## config.mk

```make
export PLATFORM = sky130hd
export DESIGN_NAME = fixed_partition_fit_allocator_unit
export DESIGN_NICKNAME = d
export VERILOG_FILES = /design/src/rtl/fpfa_pkg.sv /design/src/rtl/fpfa_ram.sv /design/src/rtl/fpfa_ctrl.sv /design/src/rtl/fpfa_datapath.sv /design/src/rtl/fixed_partition_fit_allocator_unit.sv
export SDC_FILE = /design/constraint.sdc
export NUM_CORES = 1
export LEC_CHECK = 0
export ABC_AREA = 1
export BUFFER_PORTS_ARGS = -buffer_cell sky130_fd_sc_hd__buf_2
export CORE_ASPECT_RATIO = 0.6
export CORE_MARGIN = 5
export CORE_UTILIZATION = 55
export CTS_CLUSTER_SIZE = 20
export DETAILED_ROUTE_END_ITERATION = 7
export PLACE_DENSITY = 0.72
export SETUP_SLACK_MARGIN = 0.5
export SYNTH_ARGS = -nofsm -noshare
export SYNTH_HDL_FRONTEND = slang
export SYNTH_SLANG_ARGS = --single-unit
```

## constraint.sdc

```tcl
create_clock -name clk -period 5.35 [get_ports clk]
set_input_delay 0.8025 -clock clk [delete_from_list [all_inputs] [get_ports clk]]
set_output_delay 0.8025 -clock clk [all_outputs]
set_load 0.03 [all_outputs]
```

## src/rtl/fpfa_pkg.sv

```systemverilog
// package: shared codes, field widths, state and handshake types for the fit allocator
`timescale 1ns / 1ps

package fpfa_pkg;

    // field widths fixed by the stream format
    localparam int KIND_W     = 1;
    localparam int PIDX_W     = 4;
    localparam int SIZE_IN_W  = 16;
    localparam int CHOSEN_W   = 4;
    localparam int REQNUM_W   = 8;
    localparam int POLICY_W   = 2;
    localparam int PCOUNT_W   = 5;
    localparam int CFG_IDX_W  = 1;
    localparam int CFG_DATA_W = 5;

    // item kinds
    localparam logic [KIND_W-1:0] KIND_LOAD    = 1'b0;
    localparam logic [KIND_W-1:0] KIND_REQUEST = 1'b1;

    // fit policy codes, the unused code acts as first fit
    localparam logic [POLICY_W-1:0] FIT_FIRST = 2'd0;
    localparam logic [POLICY_W-1:0] FIT_BEST  = 2'd1;
    localparam logic [POLICY_W-1:0] FIT_WORST = 2'd2;

    // configuration register indexes
    localparam logic [CFG_IDX_W-1:0] REG_FIT_POLICY = 1'b0;
    localparam logic [CFG_IDX_W-1:0] REG_PART_COUNT = 1'b1;

    // register reset values
    localparam logic [POLICY_W-1:0] POLICY_RESET = FIT_FIRST;
    localparam logic [PCOUNT_W-1:0] PCOUNT_RESET = 5'd16;

    typedef enum logic [1:0] {
        ST_IDLE,
        ST_SCAN,
        ST_FINISH
    } fpfa_state_t;

    // controller to datapath
    typedef struct packed {
        logic load;    // write one partition size
        logic start;   // open a new request scan
        logic issue;   // read the next table entry
        logic finish;  // commit the pick and load the result register
    } fpfa_cmd_t;

    // datapath to controller
    typedef struct packed {
        logic more;         // entries still to be read
        logic cmp_pending;  // a read entry still waits for its compare
        logic out_free;     // result register can take a new result
    } fpfa_status_t;

endpackage

```

## src/rtl/fpfa_ram.sv

```systemverilog
// generic single-write, single-read ram with registered read data
`timescale 1ns / 1ps

module fpfa_ram #(
    parameter int WIDTH = 16,
    parameter int DEPTH = 16
) (
    input  logic                     clk,
    input  logic                     we,
    input  logic [$clog2(DEPTH)-1:0] waddr,
    input  logic [WIDTH-1:0]         wdata,
    input  logic [$clog2(DEPTH)-1:0] raddr,
    output logic [WIDTH-1:0]         rdata
);

    logic [WIDTH-1:0] mem_reg [DEPTH];
    logic [WIDTH-1:0] rdata_reg;

    always_ff @(posedge clk)
    begin
        if (we)
        begin
            mem_reg[waddr] <= wdata;
        end
        rdata_reg <= mem_reg[raddr];
    end

    assign rdata = rdata_reg;

endmodule

```

## src/rtl/fpfa_ctrl.sv

```systemverilog
// controller: sequences load, table scan and result hand-off
`timescale 1ns / 1ps

module fpfa_ctrl
    import fpfa_pkg::*;
(
    input  logic                clk,
    input  logic                rst_n,
    input  logic                s_tvalid,
    output logic                s_tready,
    input  logic [KIND_W-1:0]   kind,
    input  fpfa_status_t        status,
    output fpfa_cmd_t           cmd
);

    fpfa_state_t state_reg;
    fpfa_state_t state_next;

    always_ff @(posedge clk or negedge rst_n)
    begin
        if (!rst_n)
        begin
            state_reg <= ST_IDLE;
        end
        else
        begin
            state_reg <= state_next;
        end
    end

    always_comb
    begin
        state_next = state_reg;
        s_tready   = 1'b0;
        cmd        = '0;
        unique case (state_reg)
            ST_IDLE:
            begin
                s_tready = 1'b1;
                if (s_tvalid)
                begin
                    if (kind == KIND_REQUEST)
                    begin
                        cmd.start  = 1'b1;
                        state_next = ST_SCAN;
                    end
                    else
                    begin
                        cmd.load = 1'b1;
                    end
                end
            end
            ST_SCAN:
            begin
                cmd.issue = status.more;
                if (!status.more && !status.cmp_pending)
                begin
                    state_next = ST_FINISH;
                end
            end
            ST_FINISH:
            begin
                if (status.out_free)
                begin
                    cmd.finish = 1'b1;
                    state_next = ST_IDLE;
                end
            end
            default:
            begin
                state_next = ST_IDLE;
            end
        endcase
    end

endmodule

```

## src/rtl/fpfa_datapath.sv

```systemverilog
// datapath: config registers, size table, taken flags, scan compare and result register
`timescale 1ns / 1ps

module fpfa_datapath
    import fpfa_pkg::*;
#(
    parameter int PARTITIONS = 16,
    parameter int SIZE_BITS  = 16
) (
    input  logic                  clk,
    input  logic                  rst_n,
    input  logic                  cfg_we,
    input  logic [CFG_IDX_W-1:0]  cfg_index,
    input  logic [CFG_DATA_W-1:0] cfg_data,
    input  fpfa_cmd_t             cmd,
    output fpfa_status_t          status,
    input  logic [PIDX_W-1:0]     partition_index,
    input  logic [SIZE_IN_W-1:0]  size_value,
    input  logic                  m_tready,
    output logic                  out_valid,
    output logic                  granted,
    output logic [CHOSEN_W-1:0]   chosen_partition,
    output logic [REQNUM_W-1:0]   request_number
);

    localparam int IDX_W = $clog2(PARTITIONS);
    localparam int CNT_W = $clog2(PARTITIONS + 1);

    // configuration
    logic [POLICY_W-1:0]   policy_reg, policy_next;
    logic [PCOUNT_W-1:0]   pcount_reg, pcount_next;

    // table state
    logic [PARTITIONS-1:0] taken_reg, taken_next;
    logic [PARTITIONS-1:0] size_vld_reg, size_vld_next;
    logic [REQNUM_W-1:0]   req_cnt_reg, req_cnt_next;

    // scan state
    logic [CNT_W-1:0]      addr_reg, addr_next;
    logic [CNT_W-1:0]      count_reg, count_next;
    logic                  cmp_vld_reg, cmp_vld_next;
    logic [IDX_W-1:0]      cmp_idx_reg, cmp_idx_next;
    logic [SIZE_BITS-1:0]  req_size_reg, req_size_next;
    logic                  found_reg, found_next;
    logic [IDX_W-1:0]      pick_reg, pick_next;
    logic [SIZE_BITS-1:0]  best_reg, best_next;

    // result register
    logic                  out_valid_reg, out_valid_next;
    logic                  out_granted_reg, out_granted_next;
    logic [CHOSEN_W-1:0]   out_chosen_reg, out_chosen_next;
    logic [REQNUM_W-1:0]   out_reqnum_reg, out_reqnum_next;

    // ram and compare
    logic                  ram_we;
    logic [IDX_W-1:0]      ram_waddr;
    logic [SIZE_BITS-1:0]  ram_wdata;
    logic [SIZE_BITS-1:0]  ram_rdata;
    logic [SIZE_BITS-1:0]  entry_size;
    logic                  entry_fits;
    logic                  entry_better;
    logic                  load_in_table;
    logic [CNT_W-1:0]      active_count;

    fpfa_ram #(
        .WIDTH (SIZE_BITS),
        .DEPTH (PARTITIONS)
    ) u_size_ram (
        .clk   (clk),
        .we    (ram_we),
        .waddr (ram_waddr),
        .wdata (ram_wdata),
        .raddr (addr_reg[IDX_W-1:0]),
        .rdata (ram_rdata)
    );

    assign load_in_table = 32'(partition_index) < PARTITIONS;
    assign ram_we        = cmd.load && load_in_table;
    assign ram_waddr     = IDX_W'(partition_index);
    assign ram_wdata     = SIZE_BITS'(size_value);

    // partition count clipped to the table depth
    always_comb
    begin
        if (32'(pcount_reg) > PARTITIONS)
        begin
            active_count = CNT_W'(PARTITIONS);
        end
        else
        begin
            active_count = CNT_W'(pcount_reg);
        end
    end

    // an entry never loaded reads as size zero
    assign entry_size = size_vld_reg[cmp_idx_reg] ? ram_rdata : '0;
    assign entry_fits = !taken_reg[cmp_idx_reg] && (entry_size >= req_size_reg);
    assign entry_better = !found_reg
                       || ((policy_reg == FIT_BEST)  && (entry_size < best_reg))
                       || ((policy_reg == FIT_WORST) && (entry_size > best_reg));

    assign status.more        = addr_reg < count_reg;
    assign status.cmp_pending = cmp_vld_reg;
    assign status.out_free    = !out_valid_reg || m_tready;

    always_comb
    begin
        policy_next      = policy_reg;
        pcount_next      = pcount_reg;
        taken_next       = taken_reg;
        size_vld_next    = size_vld_reg;
        req_cnt_next     = req_cnt_reg;
        addr_next        = addr_reg;
        count_next       = count_reg;
        cmp_vld_next     = cmd.issue;
        cmp_idx_next     = addr_reg[IDX_W-1:0];
        req_size_next    = req_size_reg;
        found_next       = found_reg;
        pick_next        = pick_reg;
        best_next        = best_reg;
        out_valid_next   = out_valid_reg;
        out_granted_next = out_granted_reg;
        out_chosen_next  = out_chosen_reg;
        out_reqnum_next  = out_reqnum_reg;

        if (cfg_we)
        begin
            unique case (cfg_index)
                REG_FIT_POLICY: policy_next = cfg_data[POLICY_W-1:0];
                REG_PART_COUNT: pcount_next = cfg_data[PCOUNT_W-1:0];
                default:        policy_next = policy_reg;
            endcase
        end

        if (cmd.load)
        begin
            if (load_in_table)
            begin
                taken_next[ram_waddr]    = 1'b0;
                size_vld_next[ram_waddr] = 1'b1;
            end
            req_cnt_next = '0;
        end

        if (cmd.start)
        begin
            req_cnt_next  = req_cnt_reg + 1'b1;
            req_size_next = SIZE_BITS'(size_value);
            count_next    = active_count;
            addr_next     = '0;
            found_next    = 1'b0;
            pick_next     = '0;
            best_next     = '0;
        end

        if (cmd.issue)
        begin
            addr_next = addr_reg + 1'b1;
        end

        if (cmp_vld_reg && entry_fits && entry_better)
        begin
            found_next = 1'b1;
            pick_next  = cmp_idx_reg;
            best_next  = entry_size;
        end

        if (m_tready)
        begin
            out_valid_next = 1'b0;
        end

        if (cmd.finish)
        begin
            if (found_reg)
            begin
                taken_next[pick_reg] = 1'b1;
            end
            out_valid_next   = 1'b1;
            out_granted_next = found_reg;
            out_chosen_next  = found_reg ? CHOSEN_W'(pick_reg) : '0;
            out_reqnum_next  = req_cnt_reg;
        end
    end

    always_ff @(posedge clk or negedge rst_n)
    begin
        if (!rst_n)
        begin
            policy_reg    <= POLICY_RESET;
            pcount_reg    <= PCOUNT_RESET;
            taken_reg     <= '0;
            size_vld_reg  <= '0;
            req_cnt_reg   <= '0;
            addr_reg      <= '0;
            count_reg     <= '0;
            cmp_vld_reg   <= 1'b0;
            found_reg     <= 1'b0;
            out_valid_reg <= 1'b0;
        end
        else
        begin
            policy_reg    <= policy_next;
            pcount_reg    <= pcount_next;
            taken_reg     <= taken_next;
            size_vld_reg  <= size_vld_next;
            req_cnt_reg   <= req_cnt_next;
            addr_reg      <= addr_next;
            count_reg     <= count_next;
            cmp_vld_reg   <= cmp_vld_next;
            found_reg     <= found_next;
            out_valid_reg <= out_valid_next;
        end
    end

    always_ff @(posedge clk)
    begin
        cmp_idx_reg     <= cmp_idx_next;
        req_size_reg    <= req_size_next;
        pick_reg        <= pick_next;
        best_reg        <= best_next;
        out_granted_reg <= out_granted_next;
        out_chosen_reg  <= out_chosen_next;
        out_reqnum_reg  <= out_reqnum_next;
    end

    assign out_valid        = out_valid_reg;
    assign granted          = out_granted_reg;
    assign chosen_partition = out_chosen_reg;
    assign request_number   = out_reqnum_reg;

    a_cmp_in_range: assert property (@(posedge clk) disable iff (!rst_n)
        cmp_vld_reg |-> (CNT_W'(cmp_idx_reg) < count_reg))
        else $error("compare stage holds an entry beyond the active count");

    a_pick_in_range: assert property (@(posedge clk) disable iff (!rst_n)
        (found_reg && !cmd.start) |-> (CNT_W'(pick_reg) < count_reg))
        else $error("picked partition beyond the active count");

    a_pick_marked: assert property (@(posedge clk) disable iff (!rst_n)
        (cmd.finish && found_reg) |=> taken_reg[$past(pick_reg)])
        else $error("granted partition not marked taken");

    a_no_overwrite: assert property (@(posedge clk) disable iff (!rst_n)
        cmd.finish |-> (!out_valid_reg || m_tready))
        else $error("result register overwritten before it was taken");

    a_denied_zero: assert property (@(posedge clk) disable iff (!rst_n)
        (out_valid_reg && !out_granted_reg) |-> (out_chosen_reg == '0))
        else $error("denied request carries a nonzero partition");

endmodule

```

## src/rtl/fixed_partition_fit_allocator_unit.sv

```systemverilog
// top level: fixed partition allocator with first, best and worst fit policies
`timescale 1ns / 1ps

//  channel   direction  handshake           payload
//  s_*       in         s_tvalid/s_tready   tuser kind, tdata partition_index, size_value
//  m_*       out        m_tvalid/m_tready   tuser granted, tdata chosen_partition, request_number
//  cfg_*     in         cfg_we              cfg_index register, cfg_data value
//
//  a load is taken while idle; with the result register free a request steps through
//  accept, one ram read per active entry, compare drain, scan exit and commit
//  reset restores the config reset values and clears taken flags, table valid bits and the
//  request counter; never-loaded entries of the uncleared size table read as zero
//  a stalled m_tready holds the scan in its commit step; a new request is
//  accepted while the previous result still waits in the result register

module fixed_partition_fit_allocator_unit
    import fpfa_pkg::*;
#(
    parameter int PARTITIONS = 16,
    parameter int SIZE_BITS  = 16
) (
    input  logic                  clk,
    input  logic                  rst_n,

    // request stream in
    input  logic                  s_tvalid,
    output logic                  s_tready,
    input  logic [23:0]           s_tdata,   // [3:0] partition_index, [19:4] size_value
    input  logic [0:0]            s_tuser,   // [0] kind

    // result stream out
    output logic                  m_tvalid,
    input  logic                  m_tready,
    output logic [15:0]           m_tdata,   // [3:0] chosen_partition, [11:4] request_number
    output logic [0:0]            m_tuser,   // [0] granted

    // configuration write port
    input  logic                  cfg_we,
    input  logic [CFG_IDX_W-1:0]  cfg_index,
    input  logic [CFG_DATA_W-1:0] cfg_data
);

    fpfa_cmd_t             cmd;
    fpfa_status_t          status;
    logic                  res_granted;
    logic [CHOSEN_W-1:0]   res_chosen;
    logic [REQNUM_W-1:0]   res_reqnum;

    // sequencing of load, scan and commit
    fpfa_ctrl u_ctrl (
        .clk      (clk),
        .rst_n    (rst_n),
        .s_tvalid (s_tvalid),
        .s_tready (s_tready),
        .kind     (s_tuser[KIND_W-1:0]),
        .status   (status),
        .cmd      (cmd)
    );

    // table, scan compare and result register
    fpfa_datapath #(
        .PARTITIONS (PARTITIONS),
        .SIZE_BITS  (SIZE_BITS)
    ) u_datapath (
        .clk              (clk),
        .rst_n            (rst_n),
        .cfg_we           (cfg_we),
        .cfg_index        (cfg_index),
        .cfg_data         (cfg_data),
        .cmd              (cmd),
        .status           (status),
        .partition_index  (s_tdata[PIDX_W-1:0]),
        .size_value       (s_tdata[PIDX_W+SIZE_IN_W-1:PIDX_W]),
        .m_tready         (m_tready),
        .out_valid        (m_tvalid),
        .granted          (res_granted),
        .chosen_partition (res_chosen),
        .request_number   (res_reqnum)
    );

    // pack result fields, pad to whole bytes
    assign m_tdata = {4'b0000, res_reqnum, res_chosen};
    assign m_tuser = res_granted;

endmodule

```

==> key figures, run 1 <==
Clock tree
  • Hold Buf Count CTS: 0
  • CTS root buf: clkbuf_16
  • Postcts setup bufs: 0
  • Worst skew pair latency: 0.52 ns
  • CTS tree: built
  • H-tree levels: 2
  • Clk slew on worst S/H paths: 0.06 ns
  • Num Clock Sinks: 387
  • Clock Path Buffers: 3
  • Cts repair resizes: 0
  • Cts bufs inserted: 35

Yosys
  • Count of cell types in the netlist: 43
  • Top cell type's share of synthesized area: 0.580
  • Post-synth EDFFs: 305
  • Synth area leader: edfxtp_1
  • Yosys reg bits: 387
  • Top-count cell post-synth: edfxtp_1
  • Synth top area cells: edfxtp_1, dfrtp_1, nand2_1
  • Avg Cell Area, Syn: 11.8 µm²
  • Most frequent cells after synthesis: edfxtp_1, nand2_1, inv_1, o21ai_0, nor2_1
  • Cells after synthesis: 1333
  • Sequential cell area fraction in the yosys report: 0.704
  • Synthesized area: 15800 µm²
  • Yosys warns: 0
  • Synth Flop Type: edfxtp_1
  • Async set or reset register ratio after synthesis: 0.160

Drt
  • 1st-iter DRT viols: 1103
  • WL per Instance: 21.3 µm
  • Final ANT Viol Nets: 0
  • DR vias/cell: 5.81
  • Drt first pass iters: 7
  • # DRC: 0
  • Routed WL: 38.0 mm
  • Vias: 10300

Worst setup path
  • Critical path class: reg -> reg
  • Crit. End Element: flip-flop
  • CP max FO: 21
  • Crit path arrival time: 4.33 ns
  • CP Launch Type: flip-flop
  • Required @ worst endpoint: 5.54 ns

Global route
  • Vias in the first global route: 9931
  • All-Layer GR Usage: 0.236
  • Aggregate global routing overflow: 0
  • Largest net degree at the start of global routing: 72
  • First-pass GRT wire length: 58.5 mm
  • Initial antenna violation count: 0

Floorplanning
  • Num rows: 48
  • Core ar.: 28500 µm²
  • Die width: 229 µm
  • Initial Utilization: 0.553
  • Full die area: 32300 µm²
  • Die Y: 141 µm
  • Io pins: 55

Finish
  • Antenna diode count: 0
  • Final #Nets: 1453
  • Fillers: 2218
  • Synth-to-layout area growth: 10.9%
  • Layout cells sized above 1: 0.109
  • Max FFs per register: 256
  • Cell area after layout: 17500 µm²

Placed design
  • Post-DP HPWL: 22.5 mm
  • Pre-CTS WS: 1.27 ns
  • IO Port Bufs: 46
  • GPL Wtd Cong: 0.909
  • DP Area: 16400 µm²

Power and ir drop
  • Peak supply drop: 0.246 mV
  • Leak: 0.00681 µW
  • Pwr dens: 502 nW/µm²

STA
  • Final hold vios: 0
  • Fmax: 0.242 GHz
  • Fin crit period: 4.14 ns
  • Final setup violation count: 0
  • Final worst-path cycle share: 0.773
  • Final WS setup: 1.21 ns
  • Clock Skews: 0.0115 ns
  • Max_slew headroom: 0.209
  • RSZ-0062 raised after global routing: false
  • Slew at the pin closest to its max-slew limit: 1.19 ns
  • Setup TNS: 0 ns
  • Max-slew violation count: 0

Run
  • Max Cap Viol: 0

Status
  • Status: finished clean

Worst hold path
  • Hold WC Path Type: in -> async
==> worst paths after layout <==
kind	startpoint	endpoint	slack [ns]	cells after the start
worst max register to register	u_datapath.cmp_idx_reg[0]	u_datapath.best_reg[5]	1.21	18
min in group clk	u_datapath.req_cnt_reg[6]	u_datapath.request_number[6]	0.45	0
worst min-delay path	rst_n	u_datapath.size_vld_reg[2]	0.44	2
worst min register to register	u_datapath.req_cnt_reg[6]	u_datapath.request_number[6]	0.45	0
worst max-delay path	u_datapath.cmp_idx_reg[0]	u_datapath.best_reg[5]	1.21	18
max in group asynchronous	rst_n	u_datapath.addr_reg[0]	4.30	2
==> cell usage in the layout (no fill, tap or decap), drive strengths merged, types with 2 or more instances in the layout <==
master  synthesis  final
nand3          59     59
dfxtp          20     20
a221oi         19     19
nor2          135    135
inv           130    130
o211ai          2      2
a211oi          4      4
o22ai          29     29
buf            10     66
dfrtp          61     61
ha             36     36
xor2            2      2
mux2            2      2
nand4          19     19
nor3            2      2
edfxtp        305    305
o21ai         128    128
clkbuf         48     47
o221ai         16     16
clkinv          2     16
a21oi          58     58
conb            1      4
nand2         234    234
==> where the power goes <==
group	total, µW	switching, µW	internal, µW
Clock	2410	1080	1340
Combinational	2550	1760	788
Sequential	3830	245	3590
==> critical path, cell delays in order, from the launching register on <==
cell,delay (ns)
dfxtp_1,0.80
inv_2,0.28
nand2_1,0.11
nand3_1,0.07
nand3_1,0.12
nand3_2,0.10
nand2_4,0.23
nand2_1,0.14
inv_1,0.10
ha_1,0.24
a21oi_1,0.16
nor2_1,0.05
a211oi_1,0.25
o221a_2,0.25
nand3_1,0.09
nand3_2,0.08
nand2_2,0.25
nand2_1,0.13
buf_4,0.32
==> kinds of logic (layout without fill, tap and decap cells) <==
| family | after synthesis | after routing | synth area share |
|---|---|---|---|
| other cells | 1 | 4 | 0.000238 |
| simple gates | 450 | 450 | 0.119 |
| mux | 2 | 2 | 0.00143 |
| xor+xnor | 3 | 3 | 0.00166 |
| fa+ha+maj | 36 | 36 | 0.0285 |
| buf+inv | 190 | 261 | 0.0479 |
| compound gates | 264 | 264 | 0.0972 |
| flops | 387 | 387 | 0.704 |
==> area by class of cell <==
| type | count | area [µm²] | share of cell area |
|---|---|---|---|
| Clock inverter | 16 | 111 | 0.00636 |
| Inverter | 132 | 497 | 0.0284 |
| Timing Repair Buffer | 66 | 380 | 0.0217 |
| Multi-Input combinational cell | 759 | 3950 | 0.226 |
| Clock buffer | 47 | 973 | 0.0556 |
| Sequential cell | 387 | 11100 | 0.635 |
| Tap cell | 375 | 469 | 0.0268 |
==> stage by stage <==
stage | hold slack, ns | power [µW] | instances | utilization
after floorplan | 0.396 | 5600 | 1336 | -
after global placement | 0.438 | 6310 | 1719 | 0.575
after detailed placement | 0.440 | 6370 | 1719 | 0.575
after CTS | 0.456 | 8790 | 1782 | 0.613
after global routing | 0.480 | 9300 | 1782 | 0.613
final | 0.439 | 8790 | 1782 | 0.613
==> routing by layer <==
| metal | global-route usage | share of wire | up-vias |
|---|---|---|---|
| met3 | 0.0598 | 0.099 | 61 |
| met1 | 0.367 | 0.46 | 5051 |
| li1 | - | - | 4778 |
| met4 | 0.0538 | 0.017 | 0 |
| met5 | 0 | 0 | - |
| met2 | 0.339 | 0.42 | 455 |
Note: power is estimated with default switching activity, not from simulation.
==> inputs of run 2 (changes only) <==
--- a/config.mk
+++ b/config.mk
@@ -5,14 +5,14 @@
 export SDC_FILE = /design/constraint.sdc
 export NUM_CORES = 1
 export LEC_CHECK = 0
-export ABC_AREA = 1
+export ABC_AREA = 0
 export BUFFER_PORTS_ARGS = -buffer_cell sky130_fd_sc_hd__buf_2
 export CORE_ASPECT_RATIO = 0.6
 export CORE_MARGIN = 5
 export CORE_UTILIZATION = 55
 export CTS_CLUSTER_SIZE = 20
 export DETAILED_ROUTE_END_ITERATION = 7
-export PLACE_DENSITY = 0.72
+export PLACE_DENSITY = 0.75
 export SETUP_SLACK_MARGIN = 0.5
 export SYNTH_ARGS = -nofsm -noshare
 export SYNTH_HDL_FRONTEND = slang
==> constraint.sdc (replaced) <==
create_clock -name clk -period 3.4 [get_ports clk]
set_input_delay 0.51 -clock clk [delete_from_list [all_inputs] [get_ports clk]]
set_output_delay 0.51 -clock clk [all_outputs]
set_load 0.03 [all_outputs]
==> run 2 against run 1 <==
The run now ends with negative setup slack left. Synthesized cell count shrank 22%. Clock power grew 63%. Largest cell class unchanged. Count of clock-buffer cells in the layout is the same. Area after synthesis grew 1.0%. Hold slack lost 0.33 ns. Sequential power grew 61%. Utilization grew 4.3 points. Via count shrank 8.6%. Sequential share of layout area shrank 4.4 points. Global-route usage shrank 0.50 points.
==> key figures, run 2 <==
Yosys
  • Top cell type's share of synthesized area: 0.574 (was 0.580)
  • Cells after synthesis: 1044 (was 1333)
  • Yosys reg bits: 387 (unchanged)
  • Avg Cell Area, Syn: 15.3 µm² (was 11.8 µm²)
  • Yosys warns: 0 (unchanged)
  • Most frequent cells after synthesis: edfxtp_1, nand2_1, mux2i_1, dfrtp_1, o21ai_0 (was edfxtp_1, nand2_1, inv_1, o21ai_0, nor2_1)
  • Post-synth EDFFs: 305 (unchanged)
  • Synth area leader: edfxtp_1 (unchanged)
  • Synth Flop Type: edfxtp_1 (unchanged)
  • Synth top area cells: edfxtp_1, dfrtp_1, mux4_2 (was edfxtp_1, dfrtp_1, nand2_1)
  • Synthesized area: 15900 µm² (was 15800 µm²)
  • Async set or reset register ratio after synthesis: 0.160 (unchanged)
  • Count of cell types in the netlist: 62 (was 43)
  • Top-count cell post-synth: edfxtp_1 (unchanged)
  • Sequential cell area fraction in the yosys report: 0.697 (was 0.704)

Worst setup path
  • Critical path class: reg -> reg (unchanged)
  • Crit path arrival time: 4.15 ns (was 4.33 ns)
  • CP Launch Type: flip-flop (unchanged)
  • Crit. End Element: flip-flop (unchanged)
  • Required @ worst endpoint: 3.68 ns (was 5.54 ns)
  • CP max FO: 6 (was 21)

Finish
  • Max FFs per register: 256 (unchanged)
  • Final core area utilization: 0.657 (was 0.613)
  • Fillers: 1947 (was 2218)
  • Final #Nets: 1252 (was 1453)
  • Most common cell after layout, fill and taps aside: edfxtp_1 (unchanged)
  • Layout cells sized above 1: 0.266 (was 0.109)
  • Cell area after layout: 18800 µm² (was 17500 µm²)
  • Most frequent cells in the layout: edfxtp_1, nand2_1, buf_4 (was edfxtp_1, nand2_1, inv_1, o21ai_0, nor2_1)
  • Synth-to-layout area growth: 18.0% (was 10.9%)

Drt
  • Routed WL: 37.8 mm (was 38.0 mm)
  • DR vias/cell: 5.97 (was 5.81)
  • Vias: 9452 (was 10300)
  • 1st-iter DRT viols: 884 (was 1103)
  • Drt first pass iters: 5 (was 7)
  • # DRC: 0 (unchanged)
  • Final ANT Viol Nets: 0 (unchanged)
  • WL per Instance: 23.9 µm (was 21.3 µm)

Global route
  • First-pass GRT wire length: 57.3 mm (was 58.5 mm)
  • All-Layer GR Usage: 0.231 (was 0.236)
  • Initial antenna violation count: 0 (unchanged)
  • Aggregate global routing overflow: 0 (unchanged)
  • Vias in the first global route: 9394 (was 9931)
  • GR peak layer: met1 (unchanged)
  • M2 GR Usage: 0.352 (was 0.339)
  • Largest net degree at the start of global routing: 38 (was 72)
  • Grt met3 use: 0.0456 (was 0.0598)
  • GRT met1 Usage: 0.356 (was 0.367)

Clock tree
  • CTS root buf: clkbuf_16 (unchanged)
  • Cts bufs inserted: 35 (unchanged)
  • Num Clock Sinks: 387 (unchanged)
  • CTS tree: built (unchanged)
  • H-tree levels: 2 (unchanged)
  • Clock Path Buffers: 3 (unchanged)
  • Clk slew on worst S/H paths: 0.07 ns (was 0.06 ns)
  • Worst skew pair latency: 0.52 ns (about the same)
  • Hold Buf Count CTS: 0 (unchanged)

STA
  • Max-slew violation count: 0 (unchanged)
  • Final hold vios: 0 (unchanged)
  • Max_slew headroom: 0.398 (was 0.209)
  • Fin crit period: 3.87 ns (was 4.14 ns)
  • Clock Skews: 0.00987 ns (was 0.0115 ns)
  • RSZ-0062 raised after global routing: true (was false)
  • Final WS setup: -0.472 ns (was 1.21 ns)
  • Final worst-path cycle share: 1.14 (was 0.773)
  • Fmax: 0.258 GHz (was 0.242 GHz)
  • Slew at the pin closest to its max-slew limit: 0.904 ns (was 1.19 ns)
  • Hold Slack: 0.114 ns (was 0.439 ns)
  • Final setup violation count: 41 (was 0)

Placed design
  • GPL Wtd Cong: 0.861 (was 0.909)
  • Pre-CTS WS: -0.557 ns (was 1.27 ns)
  • IO Port Bufs: 46 (unchanged)
  • Post-DP HPWL: 23.0 mm (was 22.5 mm)
  • DP Area: 17200 µm² (was 16400 µm²)

Status
  • Status: finished, violations left (was finished clean)
  • Failing checks: negative setup slack

Power and ir drop
  • Leak: 0.00710 µW (was 0.00681 µW)
  • Pwr Total: 16300 µW (was 8790 µW)
  • Peak supply drop: 0.471 mV (was 0.246 mV)
  • Pwr dens: 866 nW/µm² (was 502 nW/µm²)

Floorplanning
  • Core ar.: 28600 µm² (was 28500 µm²)
  • Num rows: 48 (unchanged)
  • Die Y: 142 µm (was 141 µm)
  • Io pins: 55 (unchanged)
  • Full die area: 32600 µm² (was 32300 µm²)
  • Die width: 230 µm (was 229 µm)
  • Initial Utilization: 0.557 (was 0.553)

Run
  • Max Cap Viol: 0 (unchanged)

Worst hold path
  • Hold WC Path Type: in -> async (unchanged)
## run 2: cell types whose count changed after synthesis, moves of 32 or more
cell | before | now
nor2_1 | 120 | 28
nand3_1 | 56 | 12
a21oi_1 | 58 | 26
mux4_2 | 0 | 35
nand2_1 | 231 | 95
o21ai_0 | 127 | 57
mux2i_1 | 0 | 62
inv_1 | 128 | 53
## run 2: worst paths after layout
| check | start | endpoint | slack (ns) | cells after the start |
|---|---|---|---|---|
| setup / recovery | u_datapath.cmp_idx_reg[2] | u_datapath.best_reg[6] | -0.47 | 16 |
| max in group asynchronous | rst_n | u_datapath.pcount_reg[4] | 2.43 | 2 |
| min in group clk | cfg_data[3] | u_datapath.pcount_reg[3] | 0.23 | 2 |
| hold reg to reg | u_datapath.size_vld_reg[8] | u_datapath.size_vld_reg[8] | 0.48 | 1 |
| hold / removal | rst_n | u_datapath.taken_reg[4] | 0.11 | 1 |
| setup reg to reg | u_datapath.cmp_idx_reg[2] | u_datapath.best_reg[6] | -0.47 | 16 |
## run 2: what timing repair did
item | CTS | global route
resized for setup | 34 | 21
pin swaps | 13 | 16
cloned | 3 | 1
setup buffers | 14 | 3
endpoints found under the setup margin | 41 | 41
## run 2: routing by layer
layer,up-vias,wire length (µm)
li1,4214,-
met1,4777,17100
met2,401,17100
met3,60,3020
met4,0,571
met5,-,0
## run 2: kinds of logic after synthesis
group | share of synthesized area
flops | 0.697
simple gates | 0.0712
other cells | 0.000235
mux | 0.104
buf+inv | 0.0257
fa+ha+maj | 0.0282
xor+xnor | 0.000549
compound gates | 0.0735
## run 2: power breakdown
part | total [µW] | switching, µW | internal, µW
Sequential | 6150 | 469 | 5680
Clock | 3940 | 1690 | 2250
Combinational | 6200 | 3150 | 3050
## run 2: final cells by class
cell class / count / area [µm²] / share of cell area
flip-flops and latches: 387 / 11100 / 0.591
multi-input cells: 561 / 4780 / 0.254
repair buffers: 141 / 1100 / 0.0585
clock buffers: 47 / 973 / 0.0517
well taps: 375 / 469 / 0.0249
inverters: 54 / 203 / 0.0108
clock inverters: 16 / 158 / 0.00838
diodes: 1 / 2.50 / 0.000133
## run 2: per-stage QoR
stage | TNS (ns) | std cells
finish | -18.62 | 1582
global route | -22.13 | 1581
CTS | -9.47 | 1577
detailed placement | -20.26 | 1497
global placement | -14.89 | 1497
floorplan | -5.78 | 1047
## run 2: critical path, cell delays in order (launching register included)
cell and delay [ns]:
dfxtp_4 0.37, buf_6 0.13, a2111oi_4 0.37, a211o_1 0.19, o32ai_4 0.13, buf_12 0.17, buf_12 0.12, and2_4 0.15
ha_1 0.30, nand4_1 0.13, or3_4 0.39, or3_4 0.39, nor3_4 0.21, o221a_4 0.26, buf_4 0.13, o21ai_4 0.06
buf_6 0.14
==> inputs of run 3 (changes only) <==
--- a/config.mk
+++ b/config.mk
@@ -5,7 +5,7 @@
 export SDC_FILE = /design/constraint.sdc
 export NUM_CORES = 1
 export LEC_CHECK = 0
-export ABC_AREA = 0
+export ABC_AREA = 1
 export BUFFER_PORTS_ARGS = -buffer_cell sky130_fd_sc_hd__buf_2
 export CORE_ASPECT_RATIO = 0.6
 export CORE_MARGIN = 5
==> run 3 against run 2 <==
The flow now finishes without violations. Utilization is 1.6 points lower. Die area down 0.95%. Register-to-register slack improved by 0.75 ns. Sequential power shrank 1%. Global-route usage increased by 1.7 points. Cell count rose by 15%. Flip-flop and latch count stayed put. Count of clock-buffer cells in the layout stayed put. Non-clock buffer count fell by 44. Maximum frequency grew 24%. Critical path depth up 3. Largest power group is now registers.
==> key figures, run 3 (synthesis results as in run 1) <==
Finish
  • Most common cell after layout, fill and taps aside: edfxtp_1 (unchanged)
  • Synth-to-layout area growth: 15.8% (was 18.0%)
  • Max FFs per register: 256 (unchanged)
  • Antenna diode count: 0 (was 1)
  • Most frequent cells in the layout: edfxtp_1, nand2_1, o21ai_0 (was edfxtp_1, nand2_1, buf_4)
  • Layout cells sized above 1: 0.172 (was 0.266)
  • Final #Nets: 1487 (was 1252)
  • Final core area utilization: 0.641 (was 0.657)

Worst setup path
  • Critical path class: reg -> reg (unchanged)
  • CP max FO: 8 (was 6)
  • CP max-delay cell: dfxtp_4 (was or3_4)
  • Required @ worst endpoint: 3.68 ns (about the same)
  • CP Launch Type: flip-flop (unchanged)
  • Crit path cell chain: buf_6 > nand2_1 > nand3_2 > nand3_2 > nand3_4 > nand2_8 > nand2_4 > inv_2 > ha_4 > a21oi_2 > nor2_1 > a211oi_2 > o221a_2 > nand2_1 > nand2_1 > nand3_2 > nand2_4 > clkbuf_16 > nor2_2 (was buf_6 > a2111oi_4 > a211o_1 > o32ai_4 > buf_12 > buf_12 > and2_4 > ha_1 > nand4_1 > or3_4 > or3_4 > nor3_4 > o221a_4 > buf_4 > o21ai_4 > buf_6)
  • CP top delay family: simple AND/OR/NAND/NOR gates (unchanged)
  • R2R depth: 19 (was 16)
  • Worst R2R Start: u_datapath.cmp_idx_reg[0] (was u_datapath.cmp_idx_reg[2])
  • Stages on worst setup path: 19 (was 16)
  • Crit path arrival time: 3.41 ns (was 4.15 ns)
  • CP max stage delay: 0.37 ns (was 0.39 ns)
  • CP bufs+invs: 3 (was 5)
  • Crit. End Element: flip-flop (unchanged)
  • Setup crit start: u_datapath.cmp_idx_reg[0] (was u_datapath.cmp_idx_reg[2])

Drt
  • Final ANT Viol Nets: 0 (unchanged)
  • DR vias/cell: 5.96 (was 5.97)
  • WL per Instance: 22.4 µm (was 23.9 µm)
  • Routed WL: 40.6 mm (was 37.8 mm)
  • Drt first pass iters: 5 (unchanged)
  • Vias: 10800 (was 9452)
  • # DRC: 0 (unchanged)
  • 1st-iter DRT viols: 1456 (was 884)

Status
  • Status: finished clean (was finished, violations left)

Global route
  • Largest net degree at the start of global routing: 81 (was 38)
  • Vias in the first global route: 10300 (was 9394)
  • Aggregate global routing overflow: 0 (unchanged)
  • All-Layer GR Usage: 0.248 (was 0.231)
  • First-pass GRT wire length: 61.2 mm (was 57.3 mm)
  • Initial antenna violation count: 0 (unchanged)

Power and ir drop
  • Clock Power Share: 0.257 (was 0.242)
  • Psw: 5440 µW (was 5300 µW)
  • Part of the power in registers: 0.404 (was 0.378)
  • Pwr Total: 15100 µW (was 16300 µW)
  • Leak: 0.00707 µW (was 0.00710 µW)
  • P_int: 9630 µW (was 11000 µW)
  • Switch share: 0.361 (was 0.326)
  • Comb power frac: 0.339 (was 0.381)
  • Pwr dens: 824 nW/µm² (was 866 nW/µm²)
  • Peak supply drop: 0.390 mV (was 0.471 mV)

Placed design
  • GPL Wtd Cong: 0.931 (was 0.861)
  • Post-DP HPWL: 23.6 mm (was 23.0 mm)
  • IO Port Bufs: 46 (unchanged)

Floorplanning
  • Initial Utilization: 0.553 (was 0.557)
  • Num rows: 48 (unchanged)
  • Die Y: 141 µm (was 142 µm)
  • Die width: 229 µm (was 230 µm)
  • Io pins: 55 (unchanged)
  • Core ar.: 28500 µm² (was 28600 µm²)
  • Full die area: 32300 µm² (was 32600 µm²)

STA
  • Final worst-path cycle share: 0.919 (was 1.14)
  • Fmax: 0.320 GHz (was 0.258 GHz)
  • Max_slew headroom: 0.299 (was 0.398)
  • Final setup violation count: 0 (was 41)
  • Max-slew violation count: 0 (unchanged)
  • Clock Skews: 0.0154 ns (was 0.00987 ns)
  • RSZ-0062 raised after global routing: true (unchanged)
  • Final hold vios: 0 (unchanged)
  • Fin crit period: 3.13 ns (was 3.87 ns)
  • Slew at the pin closest to its max-slew limit: 1.05 ns (was 0.904 ns)
  • Setup TNS: 0 ns (was -18.62 ns)

Clock tree
  • Clk slew on worst S/H paths: 0.07 ns (about the same)
  • Num Clock Sinks: 387 (unchanged)
  • Clock Path Buffers: 3 (unchanged)
  • CTS root buf: clkbuf_16 (unchanged)
  • Cts bufs inserted: 35 (unchanged)
  • H-tree levels: 2 (unchanged)
  • Worst skew pair latency: 0.53 ns (was 0.52 ns)
  • CTS tree: built (unchanged)

Worst hold path
  • Hold WC Path Type: in -> async (unchanged)

Run
  • Max Cap Viol: 0 (unchanged)
-- run 3: cell types whose count changed in the layout (fill, tap and decap cells not counted), moves of 28 or more --
cell	before	now
a21oi_1	23	54
nand3_1	12	47
nor2_1	25	108
mux2i_1	60	0
o21ai_0	54	127
mux4_2	35	0
inv_1	53	117
o22ai_1	1	29
buf_4	77	41
nand2_1	91	213
-- run 3: path summary, 6_finish.rpt --
| path | endpoint | slack [ns] |
|---|---|---|
| max in group asynchronous | u_datapath.addr_reg[0] | 2.45 |
| setup reg to reg | u_datapath.best_reg[7] | 0.27 |
| hold / removal | u_datapath.size_vld_reg[13] | 0.16 |
| min in group clk | u_datapath.pcount_reg[2] | 0.23 |
| setup / recovery | u_datapath.best_reg[7] | 0.27 |
| hold reg to reg | u_datapath.size_vld_reg[5] | 0.46 |
-- run 3: final cells by class --
cell class	count	area, µm²
clock buffers	47	983
inverters	132	507
well taps	375	469
flip-flops and latches	387	11100
multi-input cells	762	4370
repair buffers	97	717
clock inverters	15	121
fillers	2095	10200
-- run 3: routing by layer --
layer / vias up / GRT usage / part of all wire
li1: 4854 / - / -
met1: 5270 / 0.387 / 0.44
met2: 612 / 0.356 / 0.43
met3: 73 / 0.0602 / 0.12
met4: 0 / 0.0550 / 0.021
met5: - / 0 / 0
-- run 3: worst reg2reg max path, delay by kind of cell, from the launching register on --
family | cells | cell delay, ns
AO/OA/AOI/OAI | 3 | 0.62
adder cells (fa/ha/maj) | 1 | 0.21
buffers and inverters | 3 | 0.44
flip-flops | 1 | 0.37
AND/OR/NAND/NOR | 12 | 1.24
-- run 3: per-stage QoR --
step | instance area, µm² | setup slack, ns | std cells | hold WS (ns)
final | 18300 | 0.274 | 1815 | 0.161
after global routing | 18300 | 0.156 | 1815 | 0.221
after CTS | 18000 | 0.350 | 1811 | 0.193
after detailed placement | 16600 | 0.107 | 1740 | 0.439
after global placement | 16600 | 0.206 | 1740 | 0.440
after floorplan | 15800 | 0.497 | 1336 | 0.214
-- run 3: timing repair --
action / CTS / global route
gates cloned: 2 / 2
endpoints found under the setup margin: 41 / 42
buffers inserted: 7 / 2
resized for setup: 43 / 46
pin swaps: 2 / 19
hold buffers: 0 / 0
-- run 3: power groups by stage --
stage | logic [µW] | clock network, µW | registers, µW
floorplan | 2840 | 0 | 5980
global placement | 3940 | 0 | 6100
detailed placement | 4080 | 0 | 6120
CTS | 4610 | 3910 | 6050
global route | 5590 | 4120 | 6130
finish | 5120 | 3870 | 6080
